File: src/rtl/core/swap_transition_parse_engine_assert.svh
// Assertion macros for the transition parse engine.
// Used by swap_transition_parse_engine.sv; each macro expects clk and rst_n in scope.
`ifndef SWAP_TRANSITION_PARSE_ENGINE_ASSERT_SVH
`define SWAP_TRANSITION_PARSE_ENGINE_ASSERT_SVH

// The condition must hold at every clock edge outside reset.
`define STPE_ALWAYS(name, cond, msg) \
    name: assert property (@(posedge clk) disable iff (!rst_n) (cond)) \
        else $error(msg);

// When the trigger holds, the consequence must hold in the same cycle.
`define STPE_IMPLIES(name, ante, cons, msg) \
    name: assert property (@(posedge clk) disable iff (!rst_n) (ante) |-> (cons)) \
        else $error(msg);

// When the trigger holds, the consequence must hold in the next cycle.
`define STPE_FOLLOWS(name, ante, cons, msg) \
    name: assert property (@(posedge clk) disable iff (!rst_n) (ante) |=> (cons)) \
        else $error(msg);

`endif

File: src/rtl/core/stpe_pkg.sv
// Shared types and constants for the transition parse engine.
// No dependencies; imported by the stack, buffer and top-level modules.
package stpe_pkg;

    localparam int MAX_WORDS_DEF = 64;

    typedef enum logic [2:0] {
        FN_START = 3'd0,
        FN_SHIFT = 3'd1,
        FN_SWAP  = 3'd2,
        FN_LEFT  = 3'd3,
        FN_RIGHT = 3'd4
    } func_e;

    typedef enum logic [1:0] {
        STK_CLEAR = 2'd0,
        STK_PUSH  = 2'd1,
        STK_SWAP  = 2'd2,
        STK_ARC   = 2'd3
    } stk_op_e;

    typedef enum logic [1:0] {
        BUF_LOAD = 2'd0,
        BUF_POP  = 2'd1,
        BUF_PUSH = 2'd2
    } buf_op_e;

    typedef struct packed {
        logic    en;
        stk_op_e op;
    } stk_cmd_t;

    typedef struct packed {
        logic    en;
        buf_op_e op;
    } buf_cmd_t;

    typedef struct packed {
        logic [2:0] func;
        logic [6:0] num_words;
        logic [7:0] label;
    } act_item_t;

    typedef struct packed {
        logic       accepted;
        logic       forbidden;
        logic       arc_valid;
        logic [5:0] dep_index;
        logic [5:0] head_index;
        logic [7:0] arc_label;
        logic [6:0] stack_words;
        logic [6:0] buffer_words;
        logic       done_res;
    } res_item_t;

endpackage

File: src/rtl/core/swap_transition_parse_engine.sv
// Top level of the transition parse engine: input register, action decode,
// stack and buffer units, result register. Depends on stpe_pkg, stpe_stack,
// stpe_buffer and swap_transition_parse_engine_assert.svh.
//
//  channel | valid     | stall     | payload            | item
//  --------+-----------+-----------+--------------------+-------------------------
//  act     | act_valid | act_stall | act (act_item_t)   | one parser action
//  res     | res_valid | res_stall | res (res_item_t)   | one result per action
//
// One item enters per cycle while act_stall is low; its result leaves after passing
// through the input register and then the result register.
// Each action reads only the counts, both stack registers and the buffer front, and
// the memory read behind each unit is issued at the same edge for the next item.
// A stall on res fills the result register, then the input register, then
// raises act_stall; the input register takes one more item while the result waits.
// Reset clears the valid flags and the counts; the word memories need no clearing.
module swap_transition_parse_engine #(
    parameter int MAX_WORDS = stpe_pkg::MAX_WORDS_DEF
) (
    input  logic                clk,
    input  logic                rst_n,
    input  logic                act_valid,
    output logic                act_stall,
    input  stpe_pkg::act_item_t act,
    output logic                res_valid,
    input  logic                res_stall,
    output stpe_pkg::res_item_t res
);
    import stpe_pkg::*;

    localparam int CW = $clog2(MAX_WORDS + 1);
    localparam int WW = $clog2(MAX_WORDS);

    // Input register.
    logic      s1_valid_reg, s1_valid_next;
    act_item_t s1_reg;

    // Result register.
    logic      res_valid_reg, res_valid_next;
    res_item_t res_reg, res_next;

    logic      out_free;
    logic      advance;
    logic      act_take;

    // Unit interfaces.
    stk_cmd_t          stk_cmd;
    buf_cmd_t          buf_cmd;
    logic [CW-1:0]     stk_count;
    logic [CW-1:0]     buf_count;
    logic [WW-1:0]     stk_top;
    logic [WW-1:0]     stk_sec;
    logic [WW-1:0]     buf_front;
    logic [WW-1:0]     head_w;
    logic [WW-1:0]     dep_w;

    logic [CW-1:0]     len_sat;
    logic [CW-1:0]     sc_after;
    logic [CW-1:0]     bc_after;
    logic              acc;
    logic              forb;
    logic              arc;
    logic              stk_push;

    // Handshake: the result register frees when it is empty or being taken.
    assign out_free  = !res_valid_reg || !res_stall;
    assign advance   = s1_valid_reg && out_free;
    assign act_stall = s1_valid_reg && !out_free;
    assign act_take  = act_valid && !act_stall;

    always_comb
    begin
        if (act_take)
        begin
            s1_valid_next = 1'b1;
        end
        else if (advance)
        begin
            s1_valid_next = 1'b0;
        end
        else
        begin
            s1_valid_next = s1_valid_reg;
        end
    end

    always_comb
    begin
        if (advance)
        begin
            res_valid_next = 1'b1;
        end
        else if (!res_stall)
        begin
            res_valid_next = 1'b0;
        end
        else
        begin
            res_valid_next = res_valid_reg;
        end
    end

    // A sentence longer than the stores is cut to their size.
    always_comb
    begin
        if (int'(s1_reg.num_words) > MAX_WORDS)
        begin
            len_sat = CW'(MAX_WORDS);
        end
        else
        begin
            len_sat = CW'(s1_reg.num_words);
        end
    end

    // Forbidding rules, taken on the state before the action. The rules
    // count a guard entry on each side, which is folded into the constants.
    always_comb
    begin
        forb = 1'b0;
        unique case (s1_reg.func)
            FN_START:
            begin
                forb = 1'b0;
            end
            FN_SHIFT:
            begin
                forb = (buf_count == '0) ||
                       ((buf_count == CW'(1)) && (stk_count > CW'(1)));
            end
            FN_SWAP:
            begin
                forb = (stk_count < CW'(2)) || (stk_sec > stk_top);
            end
            FN_LEFT:
            begin
                forb = (stk_count < CW'(2));
            end
            FN_RIGHT:
            begin
                forb = (stk_count < CW'(2)) ||
                       ((buf_count == '0) && (stk_count == CW'(2)));
            end
            default:
            begin
                forb = 1'b1;
            end
        endcase
    end

    // Action decode. A refused action leaves both units untouched.
    always_comb
    begin
        acc         = 1'b0;
        arc         = 1'b0;
        stk_cmd.en  = 1'b0;
        stk_cmd.op  = STK_PUSH;
        buf_cmd.en  = 1'b0;
        buf_cmd.op  = BUF_POP;
        sc_after    = stk_count;
        bc_after    = buf_count;
        unique case (s1_reg.func) inside
            FN_START:
            begin
                acc        = 1'b1;
                stk_cmd.op = STK_CLEAR;
                buf_cmd.op = BUF_LOAD;
                sc_after   = '0;
                bc_after   = len_sat;
            end
            FN_SHIFT:
            begin
                acc        = (buf_count != '0) && (stk_count < CW'(MAX_WORDS));
                stk_cmd.op = STK_PUSH;
                buf_cmd.op = BUF_POP;
                if (acc)
                begin
                    sc_after = stk_count + CW'(1);
                    bc_after = buf_count - CW'(1);
                end
            end
            FN_SWAP:
            begin
                acc        = (stk_count >= CW'(2)) && (buf_count < CW'(MAX_WORDS));
                stk_cmd.op = STK_SWAP;
                buf_cmd.op = BUF_PUSH;
                if (acc)
                begin
                    sc_after = stk_count - CW'(1);
                    bc_after = buf_count + CW'(1);
                end
            end
            FN_LEFT, FN_RIGHT:
            begin
                acc        = (stk_count >= CW'(2));
                arc        = acc;
                stk_cmd.op = STK_ARC;
                if (acc)
                begin
                    sc_after = stk_count - CW'(1);
                end
            end
            default:
            begin
                acc = 1'b0;
            end
        endcase
        stk_cmd.en = advance && acc;
        buf_cmd.en = advance && acc && !arc;
    end

    // Right arc keeps the second word as head; left arc keeps the top.
    assign head_w = (s1_reg.func == FN_RIGHT) ? stk_sec : stk_top;
    assign dep_w  = (s1_reg.func == FN_RIGHT) ? stk_top : stk_sec;

    always_comb
    begin
        res_next.accepted     = acc;
        res_next.forbidden    = forb;
        res_next.arc_valid    = arc;
        res_next.dep_index    = arc ? 6'(dep_w) : 6'd0;
        res_next.head_index   = arc ? 6'(head_w) : 6'd0;
        res_next.arc_label    = arc ? s1_reg.label : 8'd0;
        res_next.stack_words  = 7'(sc_after);
        res_next.buffer_words = 7'(bc_after);
        res_next.done_res     = (bc_after == '0) && (sc_after == CW'(1));
    end

    stpe_stack #(
        .MAX_WORDS (MAX_WORDS)
    ) u_stack (
        .clk       (clk),
        .rst_n     (rst_n),
        .cmd       (stk_cmd),
        .push_word (buf_front),
        .head_word (head_w),
        .count     (stk_count),
        .top       (stk_top),
        .sec       (stk_sec)
    );

    stpe_buffer #(
        .MAX_WORDS (MAX_WORDS)
    ) u_buffer (
        .clk       (clk),
        .rst_n     (rst_n),
        .cmd       (buf_cmd),
        .load_len  (len_sat),
        .push_word (stk_sec),
        .count     (buf_count),
        .front     (buf_front)
    );

    always_ff @(posedge clk)
    begin
        if (act_take)
        begin
            s1_reg <= act;
        end
        if (advance)
        begin
            res_reg <= res_next;
        end
    end

    always_ff @(posedge clk or negedge rst_n)
    begin
        if (!rst_n)
        begin
            s1_valid_reg  <= 1'b0;
            res_valid_reg <= 1'b0;
        end
        else
        begin
            s1_valid_reg  <= s1_valid_next;
            res_valid_reg <= res_valid_next;
        end
    end

    assign res_valid = res_valid_reg;
    assign res       = res_reg;

    // Checks on the engine's own logic.
    assign stk_push = stk_cmd.en && (stk_cmd.op == STK_PUSH);

`include "swap_transition_parse_engine_assert.svh"

    `STPE_ALWAYS(a_stack_bound, stk_count <= CW'(MAX_WORDS), "stack count above capacity")
    `STPE_IMPLIES(a_stall_needs_item, act_stall, s1_valid_reg, "stall with empty input register")
    `STPE_FOLLOWS(a_advance_gives_result, advance, res_valid_reg, "advanced item has no result")
    `STPE_FOLLOWS(a_push_grows, stk_push, stk_count == $past(stk_count) + CW'(1), "push lost")

endmodule

File: src/rtl/core/stpe_stack.sv
// Parser stack: top two words in registers, full contents in a memory.
// Depends on stpe_pkg for the command type.
module stpe_stack #(
    parameter int MAX_WORDS = stpe_pkg::MAX_WORDS_DEF
) (
    input  logic                             clk,
    input  logic                             rst_n,
    input  stpe_pkg::stk_cmd_t               cmd,
    input  logic [$clog2(MAX_WORDS)-1:0]     push_word,
    input  logic [$clog2(MAX_WORDS)-1:0]     head_word,
    output logic [$clog2(MAX_WORDS+1)-1:0]   count,
    output logic [$clog2(MAX_WORDS)-1:0]     top,
    output logic [$clog2(MAX_WORDS)-1:0]     sec
);
    import stpe_pkg::*;

    localparam int AW = $clog2(MAX_WORDS);
    localparam int CW = $clog2(MAX_WORDS + 1);

    logic [AW-1:0] mem [MAX_WORDS];

    logic [CW-1:0] count_reg, count_next;
    logic [AW-1:0] top_reg, top_next;
    logic [AW-1:0] sec_reg, sec_next;
    logic [AW-1:0] rd_reg;

    logic          wr_en;
    logic [CW-1:0] wr_sum;
    logic [AW-1:0] wr_data;
    logic [CW-1:0] rd_sum;

    // The registered read always holds the entry just below the second word.
    always_comb
    begin
        count_next = count_reg;
        top_next   = top_reg;
        sec_next   = sec_reg;
        wr_en      = 1'b0;
        wr_sum     = count_reg - CW'(2);
        wr_data    = top_reg;
        if (cmd.en)
        begin
            unique case (cmd.op)
                STK_CLEAR:
                begin
                    count_next = '0;
                end
                STK_PUSH:
                begin
                    count_next = count_reg + CW'(1);
                    top_next   = push_word;
                    sec_next   = top_reg;
                    wr_en      = 1'b1;
                    wr_sum     = count_reg;
                    wr_data    = push_word;
                end
                STK_SWAP:
                begin
                    count_next = count_reg - CW'(1);
                    sec_next   = rd_reg;
                    wr_en      = 1'b1;
                    wr_data    = top_reg;
                end
                STK_ARC:
                begin
                    count_next = count_reg - CW'(1);
                    top_next   = head_word;
                    sec_next   = rd_reg;
                    wr_en      = 1'b1;
                    wr_data    = head_word;
                end
                default:
                begin
                    count_next = count_reg;
                end
            endcase
        end
    end

    assign rd_sum = count_next - CW'(3);

    always_ff @(posedge clk)
    begin
        if (wr_en)
        begin
            mem[wr_sum[AW-1:0]] <= wr_data;
        end
        if (cmd.en)
        begin
            rd_reg  <= mem[rd_sum[AW-1:0]];
            top_reg <= top_next;
            sec_reg <= sec_next;
        end
    end

    always_ff @(posedge clk or negedge rst_n)
    begin
        if (!rst_n)
        begin
            count_reg <= '0;
        end
        else
        begin
            count_reg <= count_next;
        end
    end

    assign count = count_reg;
    assign top   = top_reg;
    assign sec   = sec_reg;

endmodule

File: src/rtl/core/stpe_buffer.sv
// Parser buffer: front word in a register, swapped-back words in a memory.
// Entries below the low-water mark are still the initial fill and are computed.
// Depends on stpe_pkg for the command type.
module stpe_buffer #(
    parameter int MAX_WORDS = stpe_pkg::MAX_WORDS_DEF
) (
    input  logic                             clk,
    input  logic                             rst_n,
    input  stpe_pkg::buf_cmd_t               cmd,
    input  logic [$clog2(MAX_WORDS+1)-1:0]   load_len,
    input  logic [$clog2(MAX_WORDS)-1:0]     push_word,
    output logic [$clog2(MAX_WORDS+1)-1:0]   count,
    output logic [$clog2(MAX_WORDS)-1:0]     front
);
    import stpe_pkg::*;

    localparam int AW = $clog2(MAX_WORDS);
    localparam int CW = $clog2(MAX_WORDS + 1);

    logic [AW-1:0] mem [MAX_WORDS];

    logic [CW-1:0] count_reg, count_next;
    logic [CW-1:0] low_reg, low_next;
    logic [CW-1:0] len_reg, len_next;
    logic [AW-1:0] front_reg, front_next;
    logic [AW-1:0] rd_reg;

    logic [CW-1:0] count_dec;
    logic [CW-1:0] orig_word;
    logic          below_low;
    logic          wr_en;
    logic [CW-1:0] rd_sum;

    assign count_dec = count_reg - CW'(1);
    assign orig_word = len_reg - count_reg + CW'(1);
    assign below_low = ({1'b0, count_reg} < ({1'b0, low_reg} + (CW + 1)'(2)));

    always_comb
    begin
        count_next = count_reg;
        low_next   = low_reg;
        len_next   = len_reg;
        front_next = front_reg;
        wr_en      = 1'b0;
        if (cmd.en)
        begin
            unique case (cmd.op)
                BUF_LOAD:
                begin
                    count_next = load_len;
                    low_next   = load_len;
                    len_next   = load_len;
                    front_next = '0;
                end
                BUF_POP:
                begin
                    count_next = count_dec;
                    low_next   = (count_dec < low_reg) ? count_dec : low_reg;
                    front_next = below_low ? orig_word[AW-1:0] : rd_reg;
                end
                BUF_PUSH:
                begin
                    count_next = count_reg + CW'(1);
                    front_next = push_word;
                    wr_en      = 1'b1;
                end
                default:
                begin
                    count_next = count_reg;
                end
            endcase
        end
    end

    assign rd_sum = count_next - CW'(2);

    always_ff @(posedge clk)
    begin
        if (wr_en)
        begin
            mem[count_reg[AW-1:0]] <= push_word;
        end
        if (cmd.en)
        begin
            rd_reg    <= mem[rd_sum[AW-1:0]];
            front_reg <= front_next;
            len_reg   <= len_next;
        end
    end

    always_ff @(posedge clk or negedge rst_n)
    begin
        if (!rst_n)
        begin
            count_reg <= '0;
            low_reg   <= '0;
        end
        else
        begin
            count_reg <= count_next;
            low_reg   <= low_next;
        end
    end

    assign count = count_reg;
    assign front = front_reg;

endmodule

File: config.mk
export PLATFORM = sky130hd
export DESIGN_NAME = swap_transition_parse_engine
export DESIGN_NICKNAME = d
export VERILOG_FILES = /design/src/rtl/core/stpe_pkg.sv /design/src/rtl/core/swap_transition_parse_engine.sv /design/src/rtl/core/stpe_stack.sv /design/src/rtl/core/stpe_buffer.sv
export VERILOG_INCLUDE_DIRS = /design/src /design/src/rtl/core
export SDC_FILE = /design/constraint.sdc
export NUM_CORES = 1
export LEC_CHECK = 0
export BUFFER_PORTS_ARGS = -buffer_cell sky130_fd_sc_hd__buf_2
export CAP_MARGIN = 15
export CORE_MARGIN = 2
export CORE_UTILIZATION = 40
export CTS_BUF_LIST = sky130_fd_sc_hd__clkbuf_16
export CTS_CLUSTER_DIAMETER = 200
export CTS_CLUSTER_SIZE = 14
export DETAILED_ROUTE_END_ITERATION = 12
export PLACE_DENSITY = 0.63
export SLEW_MARGIN = 20
export SYNTH_ARGS = -nofsm -noshare
export SYNTH_HDL_FRONTEND = slang
export SYNTH_SLANG_ARGS = --single-unit
File: constraint.sdc
create_clock -name clk -period 9.12 [get_ports clk]
set_input_delay 0.456 -clock clk [delete_from_list [all_inputs] [get_ports clk]]
set_output_delay 0.456 -clock clk [all_outputs]
set_load 0.05 [all_outputs]
### Word level (Yosys, flattened, before mapping)

Memories as Yosys holds them, arrays and structs flattened. A register that Yosys moved wholly into a read port is not among the register bits.
Index checks and enable logic that the tools add are counted.

* bits in registers: 103
* memory bits (writable): 768
* input bits: 22
* logic and storage cells: 132
* memories kept: 2

Memory list
* u_buffer.mem: words 64, bits a word 6, rd ports 1, clocked after Yosys merged registers in 1, write ports 1, RTL line stpe_buffer.sv:20 `logic [AW-1:0] mem [MAX_WORDS];`
* u_stack.mem: words 64, bits a word 6, rd ports 1, clocked after Yosys merged registers in 1, write ports 1, RTL line stpe_stack.sv:20 `logic [AW-1:0] mem [MAX_WORDS];`

* add/sub/neg operators: 10
* magnitude comparators: 9
* equal/unequal tests: 14
* multiplexer cells: 40
* reduce and logical (&&, ||, !) cells: 36

Operators by type and width (count)
* $mux W7: 9
* $pmux W7 S3: 3
* $mux W6: 6
* $pmux W7 S4: 1
* $pmux W6 S2: 2
* $pmux W6 S3: 1
* $sub A6 B2 Y6 const B: 3
* $add A7 B1 Y7 const B: 2
* $eq A7 B1 Y1 const B: 2
* $logic_not A7 Y1: 2
* $lt A7 B7 Y1 const B: 2
* $pmux W7 S2: 1
* $sub A7 B1 Y7 const B: 2
* $mux W1: 13
* $logic_and A1 B1 Y1: 10
* $add A7 B2 Y8 const B: 1
* $lt A7 B8 Y1: 1
* $eq A7 B2 Y1 const B: 1
* $ge A7 B2 Y1 const B: 1
* $gt A7 B1 Y1 const B: 1
* $gt A7 B7 Y1 const B: 1
* $lt A7 B2 Y1 const B: 1
* $lt A7 B7 Y1: 1
* $reduce_bool A7 Y1: 1
* other kinds (23): 41

### Longest topological paths before layout

* depth in word-level cells: 9
* gate-level depth with buffers: 20
* depth with buffers taken out: 15

### Hierarchy

Synthesis repeated with hierarchy kept, for this count alone.

* cells, all modules: 2190
* area, all modules: 38226.7 um2

By module, submodules not included
* stpe_buffer: times used 1, cells each 1038, area each 18198.7 um2, sequential area each 12421.9 um2
* stpe_stack: times used 1, cells each 814, area each 16598.4 um2, sequential area each 12186.7 um2
* swap_transition_parse_engine: times used 1, cells each 338, area each 3429.5 um2, sequential area each 1731.7 um2

### Least setup slack after synthesis

OpenSTA, ideal clock, no wires.

* kind: reg2reg
* start: register res_valid_reg, in the netlist res_valid
* end: memory u_stack.mem[0][1] (netlist bit), data pin
* library setup time: 0.553 ns
* arrival: 4.385 ns
* slack: 4.182 ns
* cell stages (with the launch flop): 9
* path buffers: 1
* clock period less this slack: 4.938 ns
* path through: dfrtp_1 nand2_1 nand2_1 inv_1 o41ai_4 nor2_1 clkbuf_1 nor2_1 a21oi_1

* longest elaborated chain between the ends: 5

Ends and longest elaborated chain
* start: declaration: RTL line swap_transition_parse_engine.sv:39 `logic res_valid_reg, res_valid_next;`
* start signal: assignment: RTL line swap_transition_parse_engine.sv:276 `res_valid_reg <= res_valid_next;`
* $logic_not A1 Y1: RTL line swap_transition_parse_engine.sv:66 `assign out_free = !res_valid_reg || !res_stall;`
* $logic_or A1 B1 Y1: RTL line swap_transition_parse_engine.sv:66
* $logic_and A1 B1 Y1: RTL line swap_transition_parse_engine.sv:67 `assign advance = s1_valid_reg && out_free;`
* via advance: RTL line swap_transition_parse_engine.sv:43 `logic advance;`
* $logic_and A1 B1 Y1: RTL line swap_transition_parse_engine.sv:208 `stk_cmd.en = advance && acc;`
* $mux W6: RTL line stpe_stack.sv:41 `if (cmd.en)`
* via u_stack.wr_data[1]: RTL line stpe_stack.sv:29 `logic [AW-1:0] wr_data;`
* end: declaration: RTL line stpe_stack.sv:20

The timed path passes the listed nets, and every way through them passes these cells.

### Worst setup path in the final report

* start: register u_buffer.count_reg[0], in the netlist u_buffer.count[0]
* end: register u_buffer.rd_reg[4] (read register of u_buffer.mem), data pin

* longest elaborated chain between the ends: 7
* elaborated cells between the ends (all ways): 12
* classes of those cells: add/sub (3); order compare (1); mux (3); reduce/logical (5)

Ends and longest elaborated chain
* start: declaration: RTL line stpe_buffer.sv:22 `logic [CW-1:0] count_reg, count_next;`
* start signal: assignment: RTL line stpe_buffer.sv:100 `count_reg <= count_next;`
* $lt A7 B7 Y1 or $reduce_bool A7 Y1 (tied branches): RTL line swap_transition_parse_engine.sv:184, swap_transition_parse_engine.sv:173
* $logic_and A1 B1 Y1 (on tied branches): RTL line swap_transition_parse_engine.sv:184, swap_transition_parse_engine.sv:173
* $pmux W1 S4: RTL line swap_transition_parse_engine.sv:162 `unique case (s1_reg.func) inside`
* $logic_and A1 B1 Y1 (2 in series): RTL line swap_transition_parse_engine.sv:209 `buf_cmd.en = advance && acc && !arc;`
* $mux W7: RTL line stpe_buffer.sv:45 `if (cmd.en)`
* $sub A6 B2 Y6: RTL line stpe_buffer.sv:75 `assign rd_sum = count_next - CW'(2);`
* end: declaration: RTL line stpe_buffer.sv:26 `logic [AW-1:0] rd_reg;`

Parallel ways exist; a longest one is shown, timed or not.
A chain may end at the register's enable or synchronous reset.

==> impl_metrics.yaml <==
synthesis:
  ys.warnings.count: 0
  netlist_instances: 2587
  synth_edf_count: 854
  syn_area_sq_um: 37300
  async_reset_ff_frac: 0.0260
  synth_flop_cell: "edfxtp_1"
  synthMuxAreaShare: 0.0760
  syn_avg_cell_area_sq_um: 14.4
  synth_compound_area_frac: 0.0664
  synth_simple_gate_area_share: 0.107
  syn_nets: 2650
  ys_types: 70
  synth_top_family_by_area: "simple AND/OR/NAND/NOR gates"
  yosys.area_share.adder: 0.0139
  synth_xor_area_frac: 0.00868
  synth-seq-area-share: 0.705
  ys_seq_elements: 883
detailed_routing:
  viasPerCell: 5.73
  routed_wl_um: 92800
  wire_per_inst_um: 23.7
  dr.pass1.iters: 6
  vias: 22400
  drtIter0Drc: 2727
  drc: 0
  detail-route-antenna-nets: 0
grt:
  grt_first_pass_wirelength_um: 140000
  use_met1: 0.264
  first_global_vias: 22100
  grt_use_total: 0.193
  use_met2: 0.318
  grt_overflow: 0
  top_usage_layer: "met2"
  grt_max_degree: 125
  use_met3: 0.0327
  antenna_found_initial: 1
min_path:
  hp-class: "input pin to flop"
sta:
  worstMarginPinSlew_ns: 1.03
  setup_viol: 0
  fin_crit_sh: 0.677
  maxSlewHeadroom: 0.314
  clock.fmax_mhz: 162
  skew_ns: 0.0296
  fin_hold_ws_ns: 0.0737
  hold_violations: 0
  tns_ns: 0
  rsz0062_at_grt: "no"
  maxSlewViolCount: 0
  min_period_ns: 6.18
layout:
  finalNetCount: 2689
  area_growth_pct: 10.5
  final_layout_size_suffix_gt1_frac: 0.125
  fillers: 8126
  final_cells: 3908
power_and_ir_drop:
  comb_power_share: 0.392
  leakagePower_nw: 13.8
  swShare: 0.375
  switchingPower_mw: 4.99
  pwr-share-seq: 0.392
  vdd_drop_max_v: 0.000283
  power.density_nw_per_um2: 322
  p_clk_frac: 0.216
  p_int_mw: 8.30
cts:
  clkLatencyLatePin_ns: 0.63
  cts_inserted_buffers: 73
  cts_setup_buffers: 0
  clock_sinks: 883
  clk_path_buf_depth: 3
  path_clk_slew_ns: 0.07
  htree_levels: 3
  cts_resized: 0
  cts_tree: "yes"
  cts-root-buf: "clkbuf_16"
  cts_hold_buf: 20
setup_path:
  slowest_stage: "nand2_1"
  worstPathRequired_ns: 9.49
  cp.buffers_inverters: 1
  cp_slowest_stage_delay_ns: 0.79
  arrival_ns: 6.54
  path_max_fanout: 24
  crit_type: "flop to flop"
  crit_path_start_kind: "flop"
  cp_top_family: "simple AND/OR/NAND/NOR gates"
  worst_setup_path_end_kind: "flop"
  crit_chain: "inv_1 -> ha_1 -> nand2b_1 -> o31a_1 -> o311ai_4 -> nor3_1 -> a21oi_4 -> ha_1 -> or4_1 -> nand4_1 -> nand2_1 -> a311oi_1 -> nor2_1 -> a211oi_1 -> or4_1"
die:
  die_area_sq_um: 95800
  coreArea_sq_um: 92900
  rows: 112
  die_h_um: 310
  pin_count: 62
  die_w_um: 310
  start_util: 0.402
flow_run:
  cap_violations: 0
placement:
  placement.io_buffers: 61
  gp_congestion: 0.921
  place_inst: 3785
  hpwl_um: 57500
run_status:
  status: "finished, final reports clean"
[cells in the mapped netlist (13+ instances only)]
cell	n	area (sq um)
a211oi_1	29	218
a21oi_1	47	235
a22oi_1	34	255
a311oi_1	49	429
a31oi_1	53	332
and2_1	13	81.3
and3_1	99	619
buf_2	33	165
clkbuf_1	104	390
dfrtp_1	23	576
edfxtp_1	854	25600
ha_1	40	500
inv_1	49	184
mux2_2	27	304
mux2i_1	37	370
mux4_2	96	2160
nand2_1	493	1850
nand3_1	35	175
nor2_1	204	766
o2111ai_1	24	210
o21ai_0	33	165
xnor2_1	28	245
[power groups by stage]
stage	Combinational (mW)	Sequential [mW]	Clock, mW
floorplan	3.48	5.31	0
global placement	5.10	5.27	0
detailed placement	5.18	5.28	0
CTS	5.20	5.19	2.92
global route	5.60	5.22	3.06
finish	5.21	5.20	2.87
[routing by layer]
layer  wire length (um)  share of wire
met1              38600           0.42
met2              44900           0.48
met3               6810          0.073
met4               2420          0.026
met5                  0              0
[worst min-delay path, cell delays in order]
cell,delay (ns)
buf_2,0.09
nand2_1,0.06
nand2b_1,0.06
[layout make-up]
type | count | area (sq um) | share of cell area
sequential | 883 | 26300 | 0.639
multi-input combinational | 1497 | 10300 | 0.250
clock buffer | 75 | 1880 | 0.0455
tap | 1254 | 1570 | 0.0380
timing repair buffer | 114 | 769 | 0.0187
inverter | 57 | 216 | 0.00525
clock inverter | 27 | 165 | 0.00400
antenna | 1 | 2.50 | 0.0000607
[per-stage QoR]
stage	utilization	instance area (sq um)	power (mW)	setup WS, ns
after global placement	0.419	39000	10.4	3.25
after detailed placement	0.419	39000	10.5	2.97
after CTS	0.444	41200	13.3	2.97
after global routing	0.444	41200	13.9	2.61
final	0.444	41200	13.3	2.94
after floorplan	-	37300	8.79	4.18
[final timing paths]
path,from,end,slack (ns),cells after the start
worst max-delay path,u_buffer.count[0]$_DFF_PN0_,u_buffer.rd_reg[4]$_DFFE_PN_,2.94,15
worst min-delay path,res_stall,res_valid$_DFFE_PN0P_,0.07,3
worst max register to register,u_buffer.count[0]$_DFF_PN0_,u_buffer.rd_reg[4]$_DFFE_PN_,2.94,15
worst min register to register,s1_valid_reg$_DFFE_PN0P_,res_valid$_DFFE_PN0P_,0.49,1
max in group asynchronous,rst_n,u_buffer.low_reg[5]$_DFFE_PN0P_,8.29,2
min in group asynchronous,rst_n,u_stack.count[5]$_DFF_PN0_,0.39,2
[cells in the final DEF (no fill, tap or decap), types with 8 or more instances in the layout]
cell,n
xor2_1,8
a22o_1,9
nor2b_1,12
nand2b_1,11
mux2_2,27
buf_4,31
nand3_1,34
a21oi_4,8
o2111ai_1,24
a31oi_1,53
a21oi_1,41
and2_1,13
ha_1,39
inv_1,69
dlygate4sd3_1,20
xnor2_1,24
nor3_1,9
buf_2,61
clkbuf_16,75
nor2_1,204
dfrtp_1,23
or4_1,10
o22ai_1,12
o21ai_0,33
a22oi_1,34
mux2i_1,37
a311oi_1,49
and3_1,99
edfxtp_1,854
mux4_2,96
a211oi_1,29
nand4_1,12
nand2_1,493
[cell families (layout without fill, tap and decap cells)]
group / after synthesis / in the layout
DFF: 883 / 883
muxes: 160 / 160
xor gates and xnor gates: 37 / 37
buffers and inverters: 207 / 273
adders and majority gates: 41 / 41
AOI/OAI and AO/OA: 341 / 341
and+or+nand+nor: 918 / 918
other: 0 / 1
Power figures use the tool's default switching activity.
